[config.mk]
export PLATFORM = sky130hd
export DESIGN_NAME = i2c_master_transaction_engine_core
export DESIGN_NICKNAME = d
export VERILOG_FILES = /design/src/design/i2cm_pkg.sv /design/src/design/i2c_master_transaction_engine_core.sv /design/src/design/i2cm_front.sv /design/src/design/i2cm_back.sv
export SDC_FILE = /design/constraint.sdc
export NUM_CORES = 1
export LEC_CHECK = 0
export BUFFER_PORTS_ARGS = -buffer_cell sky130_fd_sc_hd__clkbuf_2
export CAP_MARGIN = 20
export CORE_MARGIN = 2
export CORE_UTILIZATION = 40
export CTS_CLUSTER_SIZE = 16
export DETAILED_ROUTE_END_ITERATION = 12
export GPL_TIMING_DRIVEN = 0
export PLACE_DENSITY = 0.67
export SETUP_SLACK_MARGIN = 0.05
export SLEW_MARGIN = 40
export SYNTH_ARGS = -nofsm -noshare
export SYNTH_HDL_FRONTEND = slang
export SYNTH_HIERARCHICAL = 1
export SYNTH_SLANG_ARGS = --single-unit
[constraint.sdc]
create_clock -name clk -period 14.7 [get_ports clk]
set_input_delay 0.735 -clock clk [delete_from_list [all_inputs] [get_ports clk]]
set_output_delay 0.735 -clock clk [all_outputs]
set_load 0.02 [all_outputs]
[src/design/i2cm_pkg.sv]
// Shared types and constants for the I2C master transaction engine.
package i2cm_pkg;

	localparam int FifoDepth = 4;
	localparam int FifoAw = (FifoDepth > 1) ? $clog2(FifoDepth) : 1;
	localparam int FillW = $clog2(FifoDepth + 1);
	localparam int QDepth = 2;

	typedef enum logic [1:0] {
		CMD_TICK = 2'd0,
		CMD_BEGIN = 2'd1,
		CMD_PUSH = 2'd2,
		CMD_NONE = 2'd3
	} cmd_t;

	localparam logic [1:0] KIND_PROBE = 2'd0;
	localparam logic [1:0] KIND_READ = 2'd1;
	localparam logic [1:0] KIND_WRITE = 2'd2;
	localparam logic [1:0] KIND_BAD = 2'd3;

	typedef enum logic [4:0] {
		PH_IDLE = 5'd0, PH_ST_A = 5'd1, PH_ST_B = 5'd2, PH_ST_C = 5'd3,
		PH_TX_PRE = 5'd4, PH_TX_LO1 = 5'd5, PH_TX_LO2 = 5'd6, PH_TX_HI = 5'd7,
		PH_AK_LO = 5'd8, PH_AK_HI = 5'd9, PH_AK_POLL = 5'd10, PH_AK_END = 5'd11,
		PH_RX_PRE = 5'd12, PH_RX_LO = 5'd13, PH_RX_HI = 5'd14, PH_RX_HI2 = 5'd15,
		PH_MA_LO = 5'd16, PH_MA_HI = 5'd17, PH_SP_A = 5'd18, PH_SP_B = 5'd19,
		PH_SP_C = 5'd20, PH_WAIT = 5'd21
	} phase_t;

	typedef enum logic [2:0] {
		SG_DEV = 3'd0, SG_AHI = 3'd1, SG_ALO = 3'd2,
		SG_DEVR = 3'd3, SG_DATA = 3'd4, SG_RECV = 3'd5
	} stage_t;

	// Decoded input transaction handed from the front end to the sequencer
	typedef struct packed {
		cmd_t cmd;
		logic [1:0] kind;
		logic [7:0] device_byte;
		logic [15:0] data_address;
		logic wide_address;
		logic word_mode;
		logic [15:0] count;
		logic [15:0] write_data;
		logic sda_in;
	} item_t;

	// Phase durations in ticks
	function automatic logic [4:0] phase_len(input phase_t ph);
		case (ph)
			PH_ST_A, PH_TX_LO1, PH_TX_LO2, PH_AK_LO, PH_AK_END, PH_RX_LO,
			PH_RX_HI2, PH_MA_LO, PH_SP_A: phase_len = 5'd5;
			PH_ST_B, PH_ST_C, PH_TX_PRE, PH_AK_HI, PH_RX_PRE, PH_RX_HI,
			PH_SP_B, PH_SP_C: phase_len = 5'd10;
			PH_TX_HI, PH_MA_HI: phase_len = 5'd20;
			default: phase_len = 5'd0;
		endcase
	endfunction

endpackage

[src/design/i2c_master_transaction_engine_core.sv]
// Top level of the I2C master transaction engine.
// One input transaction is taken every clock cycle while a queue of two entries has room;
// the queue decouples the input from the bus sequencer, which handles one tick, begin or
// push per cycle unless a waiting result stalls it, and registers one result for each;
// the queue takes inputs while a result waits. Bus timing is counted in ticks, not clocks.
module i2c_master_transaction_engine_core import i2cm_pkg::*; (
	input logic clk,
	input logic arst_n,
	input logic cfg_we,
	input logic [15:0] cfg_wdata,
	input logic s_tvalid,
	output logic s_tready,
	// cmd, kind, device_byte, data_address, wide_address, word_mode, count,
	// write_data, sda_in, from bit 0 up (63 bits, zero padded)
	input logic [63:0] s_tdata,
	output logic m_tvalid,
	input logic m_tready,
	// scl_level, sda_drive, sda_level, busy_res, read_valid, read_data, read_last,
	// ack_ok, data_wanted, done_res, from bit 0 up (25 bits, zero padded)
	output logic [31:0] m_tdata
);

	logic [15:0] limit_q;
	item_t s_item, q_item;
	logic q_valid, q_ready;

	// Poll limit register
	always_ff @(posedge clk or negedge arst_n) begin
		if (!arst_n) limit_q <= 16'd100;
		else if (cfg_we) limit_q <= cfg_wdata;
	end

	assign s_item.cmd = cmd_t'(s_tdata[1:0]);
	assign s_item.kind = s_tdata[3:2];
	assign s_item.device_byte = s_tdata[11:4];
	assign s_item.data_address = s_tdata[27:12];
	assign s_item.wide_address = s_tdata[28];
	assign s_item.word_mode = s_tdata[29];
	assign s_item.count = s_tdata[45:30];
	assign s_item.write_data = s_tdata[61:46];
	assign s_item.sda_in = s_tdata[62];

	i2cm_front u_front (
		.clk(clk), .arst_n(arst_n), .s_tvalid(s_tvalid), .s_tready(s_tready),
		.s_item(s_item), .q_valid(q_valid), .q_ready(q_ready), .q_item(q_item)
	);

	i2cm_back u_back (
		.clk(clk), .arst_n(arst_n), .ack_poll_limit(limit_q), .q_valid(q_valid),
		.q_ready(q_ready), .q_item(q_item), .m_tvalid(m_tvalid), .m_tready(m_tready),
		.m_tdata(m_tdata)
	);

endmodule

[src/design/i2cm_front.sv]
// Input front end: registers transactions into a short queue.
module i2cm_front import i2cm_pkg::*; (
	input logic clk,
	input logic arst_n,
	input logic s_tvalid,
	output logic s_tready,
	input item_t s_item,
	output logic q_valid,
	input logic q_ready,
	output item_t q_item
);

	localparam int Aw = $clog2(QDepth);

	item_t buf_q [QDepth];
	logic [Aw-1:0] wr_q, rd_q;
	logic [Aw:0] cnt_q;
	logic push, pop;

	assign s_tready = (cnt_q != QDepth[Aw:0]);
	assign push = s_tvalid && s_tready;
	assign q_valid = (cnt_q != '0);
	assign pop = q_valid && q_ready;
	assign q_item = buf_q[rd_q];

	// Queue storage
	always_ff @(posedge clk) begin
		if (push) buf_q[wr_q] <= s_item;
	end

	// Queue pointers
	always_ff @(posedge clk or negedge arst_n) begin
		if (!arst_n) begin
			wr_q <= '0;
			rd_q <= '0;
			cnt_q <= '0;
		end else begin
			if (push) wr_q <= wr_q + 1'b1;
			if (pop) rd_q <= rd_q + 1'b1;
			cnt_q <= cnt_q + {{Aw{1'b0}}, push} - {{Aw{1'b0}}, pop};
		end
	end

`ifndef SYNTHESIS
	a_no_over: assert property (@(posedge clk) disable iff (!arst_n)
		cnt_q <= QDepth[Aw:0]) else $error("queue overflow");
	a_full_block: assert property (@(posedge clk) disable iff (!arst_n)
		(cnt_q == QDepth[Aw:0]) |-> !push) else $error("push into full queue");
	a_cnt_step: assert property (@(posedge clk) disable iff (!arst_n)
		(push && !pop) |=> (cnt_q == $past(cnt_q) + 1'b1)) else $error("count slip");
`endif

endmodule

[src/design/i2cm_back.sv]
// Bus sequencer: handles one queue entry at a time and registers a result for each entry.
module i2cm_back import i2cm_pkg::*; (
	input logic clk,
	input logic arst_n,
	input logic [15:0] ack_poll_limit,
	input logic q_valid,
	output logic q_ready,
	input item_t q_item,
	output logic m_tvalid,
	input logic m_tready,
	output logic [31:0] m_tdata
);

	phase_t ph_q, ph_n;
	stage_t sg_q, sg_n;
	logic [4:0] dly_q, dly_n;
	logic [15:0] awc_q, awc_n;
	logic [3:0] bit_q, bit_n;
	logic [7:0] sh_q, sh_n;
	logic [15:0] rem_q, rem_n;
	logic [7:0] dev_q, dev_n;
	logic [15:0] adr_q, adr_n;
	logic [3:0] flg_q, flg_n;
	logic hh_q, hh_n;
	logic [15:0] wa_q, wa_n;
	logic ack_q, ack_n;
	logic [15:0] fifo_q [FifoDepth];
	logic [FillW-1:0] fill_q, fill_n;
	logic scl_q, scl_n, drv_q, drv_n, lvl_q, lvl_n;
	logic pv, pl, pd;
	logic [15:0] pdat;
	logic fpop, fpush;
	logic [15:0] limit;
	logic [4:0] d1;
	logic [7:0] rb;
	logic adv;

	assign q_ready = !m_tvalid || m_tready;
	assign adv = q_valid && q_ready;
	assign limit = (ack_poll_limit == '0) ? 16'd1 : ack_poll_limit;

	// Next-state sequencing, one queued transaction per cycle while the result register is free or being taken
	always_comb begin
		phase_t tgt;
		logic go, sendb;
		logic [7:0] sb;
		ph_n = ph_q; sg_n = sg_q; dly_n = dly_q; awc_n = awc_q; bit_n = bit_q;
		sh_n = sh_q; rem_n = rem_q; dev_n = dev_q; adr_n = adr_q; flg_n = flg_q;
		hh_n = hh_q; wa_n = wa_q; ack_n = ack_q; fill_n = fill_q;
		scl_n = scl_q; drv_n = drv_q; lvl_n = lvl_q;
		pv = 1'b0; pl = 1'b0; pd = 1'b0; pdat = '0; fpop = 1'b0; fpush = 1'b0;
		tgt = PH_IDLE; go = 1'b0; sendb = 1'b0; sb = '0;
		d1 = dly_q + 5'd1;
		rb = sh_q;
		if (adv) begin
			case (q_item.cmd)
				CMD_TICK: begin
					if (ph_q == PH_AK_POLL) begin
						if (!q_item.sda_in) begin
							ack_n = 1'b1; tgt = PH_AK_END; go = 1'b1;
						end else begin
							awc_n = awc_q + 16'd1;
							if (awc_n >= limit) begin
								ack_n = 1'b0; tgt = PH_AK_END; go = 1'b1;
							end
						end
					end else if (ph_q == PH_WAIT) begin
						if (fill_q != '0) begin
							fpop = 1'b1; wa_n = fifo_q[0]; hh_n = 1'b0;
							sendb = 1'b1; sb = fifo_q[0][7:0];
						end
					end else if (ph_q != PH_IDLE) begin
						if (ph_q == PH_RX_HI && d1 >= phase_len(ph_q))
							sh_n[3'd7 - bit_q[2:0]] = q_item.sda_in;
						rb = sh_n;
						dly_n = d1;
						if (d1 >= phase_len(ph_q)) begin
							go = 1'b1;
							case (ph_q)
								PH_ST_A: tgt = PH_ST_B;
								PH_ST_B: tgt = PH_ST_C;
								PH_ST_C: begin
									sendb = 1'b1;
									sb = (sg_q == SG_DEVR) ? dev_q + 8'd1 : dev_q;
								end
								PH_TX_PRE: tgt = PH_TX_LO1;
								PH_TX_LO1: tgt = PH_TX_LO2;
								PH_TX_LO2: tgt = PH_TX_HI;
								PH_TX_HI: begin
									bit_n = bit_q + 4'd1;
									tgt = (bit_n >= 4'd8) ? PH_AK_LO : PH_TX_LO1;
								end
								PH_AK_LO: tgt = PH_AK_HI;
								PH_AK_HI: tgt = PH_AK_POLL;
								PH_AK_END: begin
									case (sg_q)
										SG_DEV: begin
											if (flg_q[1:0] == KIND_PROBE) tgt = PH_SP_A;
											else if (flg_q[2]) begin
												sg_n = SG_AHI; sendb = 1'b1; sb = adr_q[15:8];
											end else begin
												sg_n = SG_ALO; sendb = 1'b1; sb = adr_q[7:0];
											end
										end
										SG_AHI: begin
											sg_n = SG_ALO; sendb = 1'b1; sb = adr_q[7:0];
										end
										SG_ALO: begin
											if (flg_q[1:0] == KIND_READ) begin
												sg_n = SG_DEVR; tgt = PH_ST_A;
											end else begin
												sg_n = SG_DATA; tgt = PH_WAIT;
												if (fill_q != '0) begin
													fpop = 1'b1; wa_n = fifo_q[0]; hh_n = 1'b0;
													sendb = 1'b1; sb = fifo_q[0][7:0];
												end
											end
										end
										SG_DEVR: begin
											sg_n = SG_RECV; hh_n = 1'b0; bit_n = '0;
											tgt = PH_RX_PRE;
										end
										default: begin
											if (flg_q[3] && !hh_q) begin
												hh_n = 1'b1; sendb = 1'b1; sb = wa_q[15:8];
											end else begin
												rem_n = rem_q - 16'd1;
												if (rem_n == '0) tgt = PH_SP_A;
												else begin
													tgt = PH_WAIT;
													if (fill_q != '0) begin
														fpop = 1'b1; wa_n = fifo_q[0];
														hh_n = 1'b0; sendb = 1'b1;
														sb = fifo_q[0][7:0];
													end
												end
											end
										end
									endcase
								end
								PH_RX_PRE: tgt = PH_RX_LO;
								PH_RX_LO: tgt = PH_RX_HI;
								PH_RX_HI: tgt = PH_RX_HI2;
								PH_RX_HI2: begin
									bit_n = bit_q + 4'd1;
									tgt = (bit_n >= 4'd8) ? PH_MA_LO : PH_RX_LO;
								end
								PH_MA_LO: tgt = PH_MA_HI;
								PH_MA_HI: begin
									tgt = PH_RX_PRE;
									bit_n = '0;
									if (flg_q[3] && !hh_q) begin
										wa_n = {8'd0, rb}; hh_n = 1'b1;
									end else begin
										pv = 1'b1;
										pdat = flg_q[3] ? {rb, wa_q[7:0]} : {8'd0, rb};
										pl = (rem_q == 16'd1);
										hh_n = 1'b0;
										rem_n = rem_q - 16'd1;
										if (rem_n == '0) begin
											tgt = PH_SP_A; bit_n = bit_q;
										end
									end
								end
								PH_SP_A: tgt = PH_SP_B;
								PH_SP_B: tgt = PH_SP_C;
								default: begin
									tgt = PH_IDLE; pd = 1'b1;
								end
							endcase
						end
					end
				end
				CMD_BEGIN: begin
					if (ph_q == PH_IDLE && q_item.kind != KIND_BAD) begin
						if (q_item.kind != KIND_PROBE && q_item.count == '0) pd = 1'b1;
						else begin
							dev_n = q_item.device_byte;
							adr_n = q_item.data_address;
							flg_n = {q_item.word_mode, q_item.wide_address, q_item.kind};
							rem_n = q_item.count;
							hh_n = 1'b0; sg_n = SG_DEV;
							tgt = PH_ST_A; go = 1'b1;
						end
					end
				end
				CMD_PUSH: fpush = (fill_q != FifoDepth[FillW-1:0]);
				default: ;
			endcase
			if (sendb) begin
				sh_n = sb; bit_n = '0; tgt = PH_TX_PRE; go = 1'b1;
			end
			if (fpop) fill_n = fill_n - 1'b1;
			if (fpush) fill_n = fill_n + 1'b1;
			// Phase entry actions on the line registers and the ack poll counter
			if (go) begin
				ph_n = tgt; dly_n = '0;
				case (tgt)
					PH_ST_A: begin scl_n = 1'b0; drv_n = 1'b1; lvl_n = 1'b1; end
					PH_ST_B, PH_TX_HI, PH_RX_HI, PH_MA_HI, PH_SP_B: scl_n = 1'b1;
					PH_ST_C: begin drv_n = 1'b1; lvl_n = 1'b0; end
					PH_TX_PRE, PH_TX_LO1, PH_AK_LO, PH_RX_PRE, PH_WAIT: scl_n = 1'b0;
					PH_TX_LO2: begin drv_n = 1'b1; lvl_n = sh_n[3'd7 - bit_n[2:0]]; end
					PH_AK_HI: begin scl_n = 1'b1; drv_n = 1'b0; end
					PH_AK_POLL: awc_n = '0;
					PH_RX_LO: begin scl_n = 1'b0; drv_n = 1'b0; end
					PH_MA_LO: begin
						scl_n = 1'b0; drv_n = 1'b1;
						lvl_n = (rem_q == 16'd1) && (!flg_q[3] || hh_q);
					end
					PH_SP_A: begin scl_n = 1'b0; drv_n = 1'b1; lvl_n = 1'b0; end
					PH_SP_C: lvl_n = 1'b1;
					PH_IDLE: begin scl_n = 1'b1; drv_n = 1'b1; lvl_n = 1'b1; end
					default: ;
				endcase
			end
		end
	end

	// Write data FIFO, shift-out at the head
	always_ff @(posedge clk) begin
		for (int i = 0; i < FifoDepth; i++) begin
			if (fpop) begin
				if (i < FifoDepth - 1) fifo_q[i] <= fifo_q[i+1];
			end
			if (fpush && FillW'(i) == fill_q - {{(FillW-1){1'b0}}, fpop})
				fifo_q[i] <= q_item.write_data;
		end
	end

	// Sequencer state and result register
	always_ff @(posedge clk or negedge arst_n) begin
		if (!arst_n) begin
			ph_q <= PH_IDLE; sg_q <= SG_DEV; dly_q <= '0; awc_q <= '0; bit_q <= '0;
			sh_q <= '0; rem_q <= '0; dev_q <= '0; adr_q <= '0; flg_q <= '0;
			hh_q <= 1'b0; wa_q <= '0; ack_q <= 1'b0; fill_q <= '0;
			scl_q <= 1'b1; drv_q <= 1'b1; lvl_q <= 1'b1;
			m_tvalid <= 1'b0; m_tdata <= '0;
		end else begin
			ph_q <= ph_n; sg_q <= sg_n; dly_q <= dly_n; awc_q <= awc_n; bit_q <= bit_n;
			sh_q <= sh_n; rem_q <= rem_n; dev_q <= dev_n; adr_q <= adr_n; flg_q <= flg_n;
			hh_q <= hh_n; wa_q <= wa_n; ack_q <= ack_n; fill_q <= fill_n;
			scl_q <= scl_n; drv_q <= drv_n; lvl_q <= lvl_n;
			if (adv) begin
				m_tvalid <= 1'b1;
				m_tdata <= {7'd0, pd, (ph_n == PH_WAIT), ack_n, pl, pdat, pv,
					(ph_n != PH_IDLE), lvl_n & drv_n, drv_n, scl_n};
			end else if (m_tready) m_tvalid <= 1'b0;
		end
	end

`ifndef SYNTHESIS
	a_fill_max: assert property (@(posedge clk) disable iff (!arst_n)
		fill_q <= FifoDepth[FillW-1:0]) else $error("fifo fill over depth");
	a_hold: assert property (@(posedge clk) disable iff (!arst_n)
		(m_tvalid && !m_tready) |=> $stable(m_tdata)) else $error("result changed");
	a_idle_lines: assert property (@(posedge clk) disable iff (!arst_n)
		(ph_q == PH_IDLE) |-> (scl_q && drv_q && lvl_q)) else $error("idle bus not released");
	a_bits: assert property (@(posedge clk) disable iff (!arst_n)
		bit_q <= 4'd8) else $error("bit index over range");
`endif

endmodule
==> results of run 1 <==
[sequential cells by signal (all words and copies together) (netlist names), 8 cells and up]
register,flops
u_back/sh_q,8
u_back/rem_q,16
u_front/buf_q,126
u_back/wa_q,16
u_back/dev_q,8
u_back/fifo_q,64
u_back/awc_q,16
u_back/adr_q,16
limit_q,16
u_back/m_tdata,25
[power by group]
part | leakage (nW) | switching (mW) | internal [mW]
combinational | 3.78 | 0.681 | 0.423
clock | 0.605 | 0.382 | 0.578
sequential | 3.74 | 0.108 | 1.23
[synthesized netlist by cell type (9+ instances only)]
cell / n
and3_1: 15
buf_6: 11
nor2_1: 112
nor4_1: 18
a211oi_1: 12
inv_1: 41
nand2_1: 135
a21oi_1: 66
or2_2: 10
xnor2_1: 23
o21ai_0: 103
nor3_1: 28
o22ai_1: 10
nor2b_1: 17
a22o_1: 29
edfxtp_1: 190
o211ai_1: 9
a31oi_1: 21
xor2_1: 20
clkbuf_1: 59
nand3_1: 38
mux2_2: 155
nand2b_1: 18
mux2i_1: 23
dfrtp_1: 149
mux2_4: 11
ha_1: 39
[metrics by stage]
step	setup slack (ns)	total power, mW	cell area, sq um	util, %	std cells
floorplan	9.318	2.088	17880	-	1559
global placement	7.706	2.406	19160	43.43	2260
detailed placement	7.574	2.448	19380	43.91	2268
CTS	7.550	3.422	20630	46.75	2335
global route	7.007	3.580	20650	46.79	2335
finish	7.500	3.408	20650	46.79	2335
[final cells by class]
class / count / area share [%]
inverters: 41 / 0.7454
flip-flops and latches: 345 / 46.46
clock inverters: 21 / 1.151
repair buffers: 117 / 3.515
multi-input cells: 1080 / 37.28
clock buffers: 46 / 4.903
well taps: 592 / 3.588
plain buffers: 93 / 2.357
[kinds of logic (layout without fill, tap and decap cells)]
group	count (synthesis)	count (layout)	share of synthesized area [%]
AO/OA/AOI/OAI	349	349	13.17
XOR/XNOR	43	43	2.109
adder cells (fa/ha/maj)	39	39	2.733
buffers and inverters	134	318	3.588
flip-flops	345	345	53.72
multiplexers	189	189	11.99
other	1	7	0.02100
AND/OR/NAND/NOR	453	453	12.68
[path summary, 6_finish.rpt]
check	startpoint	cells past startpoint	slack, ns	to
worst max-delay path	u_back/ph_q[3]	24	7.50	u_back/fifo_q[2][4]
worst min-delay path	arst_n	1	0.09	limit_q[9]
worst max register to register	u_back/ph_q[3]	24	7.50	u_back/fifo_q[2][4]
worst min register to register	u_back/fifo_q[0][13]	1	0.47	u_back/wa_q[13]
max in group asynchronous	arst_n	2	13.93	u_back/adr_q[4]
min in group clk	s_tdata[62]	1	0.37	u_front/buf_q[0][0]
[layer usage]
metal  up-vias  part of all wire (%)  global-route usage, %
li1       6107                     -                      -
met1      6390                    44                  25.14
met2       384                    48                  32.02
met3       104                   4.6                  2.647
met4         0                   3.6                  7.954
met5         -                     0                      0
==> results.py, run 1 <==
metrics = {
    "status": {
        "status": "finished clean",
    },
    "timing": {
        "fin_crit_sh_pct": 48.98,
        "setup_tns_ns": 0,
        "period_needed_ns": 7.200,
        "whs_ns": 0.08997,
        "setup_viol": 0,
        "final-hold-violation-count": 0,
        "tightestPinTransition_ns": 0.8429,
        "rsz0062_at_grt": "false",
        "fmax_ghz": 0.1389,
        "slew_headroom_pct": 43.29,
        "drv_slew": 0,
        "skew_ns": 0.01526,
    },
    "placement": {
        "gp_routability_congestion": 0.9300,
        "dpl.hpwl_microns": 33120,
        "port_buffers": 109,
    },
    "clock_tree": {
        "cts_made_buffers": 38,
        "cts-root-buf": "clkbuf_16",
        "ctsResizeCount": 0,
        "cts_buffer_depth": 3,
        "ctsHoldBuffers": 0,
        "cts_max_level": 2,
        "clk_pin_slew_ns": 0.06,
        "clkSinkCount": 345,
        "postCtsSetupBuffers": 0,
        "cts_tree": "yes",
        "clock_latency_ns": 0.55,
    },
    "floorplan": {
        "rows": 77,
        "io_pins": 119,
        "initial_utilization_pct": 40.47,
        "coreArea_sq_um": 44120,
        "dieArea_sq_um": 46350,
        "die_x_microns": 215.3,
        "die_y_microns": 215.3,
    },
    "final_layout": {
        "multi_input_area_sq_um": 7697,
        "drive_gt1_share_pct": 23.92,
        "seq_area_sq_um": 9592,
        "n_antenna_cell": 0,
        "final_common_cell": "edfxtp_1",
        "final_cell_mix": "edfxtp_1 (190), mux2_2 (155), dfrtp_1 (149)",
        "final.fill_count": 4107,
        "area_delta_synth_final_pct": 15.63,
        "nNetsFinal": 1840,
    },
    "critical_path": {
        "cp_top_family": "buffers and inverters",
        "endpoint_kind": "flip-flop",
        "cp.required_ns": 14.90,
        "slowest_stage": "nor4_1",
        "path_buf_inv": 7,
        "critical-path-max-stage-delay_ns": 0.61,
        "cp_max_fo": 16,
        "critical_path_class": "flip-flop to flip-flop",
        "cp-start-kind": "flip-flop",
        "crit_arrival_ns": 7.40,
        "path_cells": "buf_2, buf_1, buf_1, inv_1, nor3_1, a31oi_1, a21oi_1, nor2_1, ha_1, o21ai_0, o21ai_0, and3_1, a31oi_1, nor4_1, clkbuf_1, ha_1, ha_1, xnor2_1, and3_1, nor2b_1, and2_1, clkbuf_1, clkbuf_1, or2_2",
    },
    "power_and_ir_drop": {
        "p_leak_nw": 8.118,
        "p_per_area_nw_per_um2": 165.0,
        "ir_worst_vdd_mv": 0.1190,
    },
    "synthesis": {
        "syn_area_per_cell_sq_um": 11.50,
        "synthCells": 1553,
        "synth_seq_cells": 345,
        "synth_top_area_cell": "edfxtp_1",
        "yosysSeqAreaShare_pct": 53.72,
        "yosysTopAreaCellShare_pct": 31.95,
        "synth-edff-count": 190,
        "yosysWarnings": 6,
        "ys_top_cells_by_area": "edfxtp_1 (32%), dfrtp_1 (21%), mux2_2 (9.8%), o21ai_0 (2.9%), nand2_1 (2.8%)",
        "ys.flop_type": "edfxtp_1",
        "yosysUniqueCellTypes": 94,
        "netlist_area_sq_um": 17860,
        "async_flop_share_pct": 44.93,
    },
    "worst_hold_path": {
        "hp-class": "input pin to async pin",
    },
    "routing": {
        "drt-total-wl_microns": 44680,
        "ant_nets": 0,
        "routedWlPerCell_microns": 19.13,
        "firstDrtPassIters": 5,
        "vias_per_cell": 5.561,
        "vias": 12990,
        "drc": 0,
        "drt_iter0_markers": 931,
    },
    "global_routing": {
        "grt_overflow": 0,
        "grt_usage_pct": 19.19,
        "grt_pass1_wl_microns": 70900,
        "grt_start_max_net_pins": 65,
        "grt_pass1_vias": 13080,
        "grt_antenna_before_repair": 0,
    },
    "flow_run": {
        "maxCapViolations": 0,
    },
}
No activity file was read; power rests on OpenSTA's default activity.
==> inputs of run 2 (changes only) <==
--- a/config.mk
+++ b/config.mk
@@ -12,7 +12,7 @@
 export CTS_CLUSTER_SIZE = 16
 export DETAILED_ROUTE_END_ITERATION = 12
 export GPL_TIMING_DRIVEN = 0
-export PLACE_DENSITY = 0.67
+export PLACE_DENSITY = 0.69
 export SETUP_SLACK_MARGIN = 0.05
 export SLEW_MARGIN = 40
 export SYNTH_ARGS = -nofsm -noshare
==> constraint.sdc (replaced) <==
create_clock -name clk -period 6.1 [get_ports clk]
set_input_delay 0.305 -clock clk [delete_from_list [all_inputs] [get_ports clk]]
set_output_delay 0.305 -clock clk [all_outputs]
set_load 0.02 [all_outputs]
==> run 2 against run 1 <==
Against the previous run:
- clock power is 150% higher
- first-iteration DRC count is 23% higher
- maximum frequency is 27% higher
- sequential share of layout area is 2.0 points lower
- non-clock buffer count is 82 higher
- sequential power is 140% higher
- largest cell class unchanged
- setup slack worse by 7.1 ns
- critical endpoint is now u_back/fifo_q[2][13]
- flip-flop and latch count stayed put
==> results.py, run 2 (synthesis gave the netlist of run 1 again) <==
metrics = {
    "status": {
        "status": "finished clean",
    },
    "routing": {
        "firstDrtPassIters": 5,
        "wl_met2_microns": 22920,
        "drt-total-wl_microns": 46330,
        "ant_nets": 0,
        "top_layer": "met4",
        "drc": 0,
        "vias_per_cell": 5.487,
        "met3_length_microns": 2239,
        "drt_iter0_markers": 1149,
        "wl_met1_microns": 19860,
        "vias": 13270,
        "routedWlPerCell_microns": 19.15,
    },
    "clock_tree": {
        "cts_tree": "yes",
        "clock_latency_ns": 0.55,
        "clk_pin_slew_ns": 0.06,
        "clkSinkCount": 345,
        "cts_max_level": 2,
        "cts-root-buf": "clkbuf_16",
        "cts_buffer_depth": 3,
        "cts_made_buffers": 37,
    },
    "timing": {
        "period_needed_ns": 5.672,
        "setup_tns_ns": 0,
        "tightestPinTransition_ns": 0.9136,
        "rsz0062_at_grt": "false",
        "skew_ns": 0.03018,
        "fmax_ghz": 0.1763,
        "setup_viol": 0,
        "slew_headroom_pct": 38.53,
        "drv_slew": 0,
        "final-hold-violation-count": 0,
        "fin_crit_sh_pct": 92.98,
    },
    "final_layout": {
        "final_common_cell": "edfxtp_1",
        "drive_gt1_share_pct": 24.25,
        "final_cell_mix": "edfxtp_1 (190), mux2_2 (155), dfrtp_1 (149)",
        "nNetsFinal": 1922,
        "biggestRegsByFlops": "u_front/buf_q: 126 flops, u_back/fifo_q: 64 flops, u_back/m_tdata: 25 flops",
        "regMostFlops": "u_front/buf_q",
        "area_delta_synth_final_pct": 20.84,
        "final_area_sq_um": 21580,
        "multi_input_area_sq_um": 7746,
        "largest_reg_flops": 126,
        "final.fill_count": 3902,
        "seq_area_sq_um": 9592,
        "n_antenna_cell": 0,
    },
    "critical_path": {
        "critical-path-max-stage-delay_ns": 0.62,
        "r2r_start": "u_back/rem_q[0]",
        "r2r-end": "u_back/fifo_q[2][13]",
        "cp.required_ns": 6.38,
        "cp_max_fo": 11,
        "endpoint_kind": "flip-flop",
        "cp_top_family": "buffers and inverters",
        "cp-start-kind": "flip-flop",
        "path_cells": "clkbuf_1, inv_1, ha_1, clkbuf_1, clkbuf_1, o31ai_2, and2_2, buf_2, o21ai_0, a31oi_1, nor4_4, clkbuf_2, ha_1, ha_1, xnor2_1, and3_1, nor2b_1, and2_2, clkbuf_4, mux2_2",
        "slowest_stage": "o31ai_2",
        "critical_path_class": "flip-flop to flip-flop",
        "rr_worst_depth": 20,
        "path_buf_inv": 7,
        "crit_arrival_ns": 5.95,
        "r2r_slack_ns": 0.43,
    },
    "global_routing": {
        "grt_start_max_net_pins": 68,
        "grt_pass1_wl_microns": 73640,
        "grt_antenna_before_repair": 0,
        "grt_pass1_vias": 13530,
        "grt_overflow": 0,
        "grt_usage_pct": 19.90,
    },
    "placement": {
        "dpl.hpwl_microns": 32890,
        "placed_cell_area_sq_um": 19370,
        "port_buffers": 109,
        "gp_routability_congestion": 0.9368,
    },
    "worst_hold_path": {
        "whs_endpoint": "limit_q[2]",
        "hp-class": "input pin to flip-flop",
        "min_from": "cfg_we",
        "hold_depth": 2,
    },
    "floorplan": {
        "rows": 77,
        "die_y_microns": 215.3,
        "dieArea_sq_um": 46350,
        "io_pins": 119,
        "initial_utilization_pct": 40.47,
        "coreArea_sq_um": 44120,
        "die_x_microns": 215.3,
    },
    "power_and_ir_drop": {
        "power_mw": 8.361,
        "p_per_area_nw_per_um2": 387.5,
        "p_leak_nw": 8.550,
        "ir_worst_vdd_mv": 0.2902,
    },
    "flow_run": {
        "maxCapViolations": 0,
    },
}
[run 2: cell types whose count changed in the layout (fill, tap and decap cells not counted), moves of 2 or more]
cell	change
buf_1	-4
or2_4	+2
clkbuf_2	+7
buf_4	+4
clkbuf_8	+4
buf_2	+4
clkbuf_1	-9
clkinv_1	-3
dlygate4sd3_1	+80
[run 2: power by group]
| group | switching, mW | total, mW | internal, mW |
|---|---|---|---|
| Sequential | 0.266 | 3.24 | 2.97 |
| Combinational | 1.68 | 2.74 | 1.06 |
| Clock | 0.937 | 2.38 | 1.45 |
| Total | 2.88 | 8.36 | 5.48 |
[run 2: how the worst max path moves through the flow]
stage | slack, ns | from | to | cells past startpoint
final | 0.43 | u_back/rem_q[0] | u_back/fifo_q[2][13] | 20
after global routing | 0.08 | u_back/ph_q[3] | u_back/fifo_q[2][14] | 23
after CTS | 0.08 | u_back/ph_q[3] | u_back/fifo_q[2][14] | 23
after detailed placement | -1.16 | u_back/ph_q[3] | u_back/fifo_q[2][2] | 24
after global placement | -0.94 | u_back/ph_q[3] | u_back/fifo_q[2][0] | 24
after floorplan | 0.72 | u_back/ph_q[3] | u_back/fifo_q[2][0] | 24
[run 2: worst reg2reg max path: stages, from the launching register on]
cell	delay, ns
dfrtp_1	0.41
clkbuf_1	0.35
inv_1	0.09
ha_1	0.27
clkbuf_1	0.24
clkbuf_1	0.31
o31ai_2	0.62
and2_2	0.26
buf_2	0.18
o21ai_0	0.10
a31oi_1	0.35
nor4_4	0.08
clkbuf_2	0.22
ha_1	0.22
ha_1	0.20
xnor2_1	0.13
and3_1	0.24
nor2b_1	0.20
and2_2	0.29
clkbuf_4	0.28
mux2_2	0.36
[run 2: layout make-up]
type / count / share of cell area, %
well taps: 592 / 3.433
clock inverters: 18 / 1.073
inverters: 41 / 0.7133
repair buffers: 200 / 7.162
flip-flops and latches: 345 / 44.45
clock buffers: 50 / 4.946
plain buffers: 92 / 2.320
multi-input cells: 1081 / 35.90
[run 2: per-stage QoR]
stage / hold slack [ns] / cells / setup WS [ns] / util (%)
6_report: 0.05784 / 2419 / 0.4284 / 48.90
5_1_grt: 0.04310 / 2419 / 0.08207 / 48.90
4_1_cts: 0.03790 / 2414 / 0.08368 / 48.72
3_5_place_dp: 0.2277 / 2267 / -1.163 / 43.90
3_3_place_gp: 0.4541 / 2260 / -0.9419 / 43.43
2_1_floorplan: 0.009409 / 1559 / 0.7177 / -
[run 2: timing repair]
| item | CTS | global route |
|---|---|---|
| pin swaps | 0 | 3 |
| endpoints found under the hold margin | 191 | 0 |
| endpoints found under the setup margin | 112 | 82 |
| hold buffers | 80 | 0 |
| resized for setup | 16 | 10 |
| cloned | 0 | 1 |
| setup buffers | 0 | 4 |
[run 2: routing by layer]
| metal | global-route usage [%] | vias up |
|---|---|---|
| met3 | 3.496 | 87 |
| met4 | 6.759 | 0 |
| met1 | 25.60 | 6506 |
| li1 | - | 6289 |
| met2 | 33.89 | 391 |
| met5 | 0 | - |
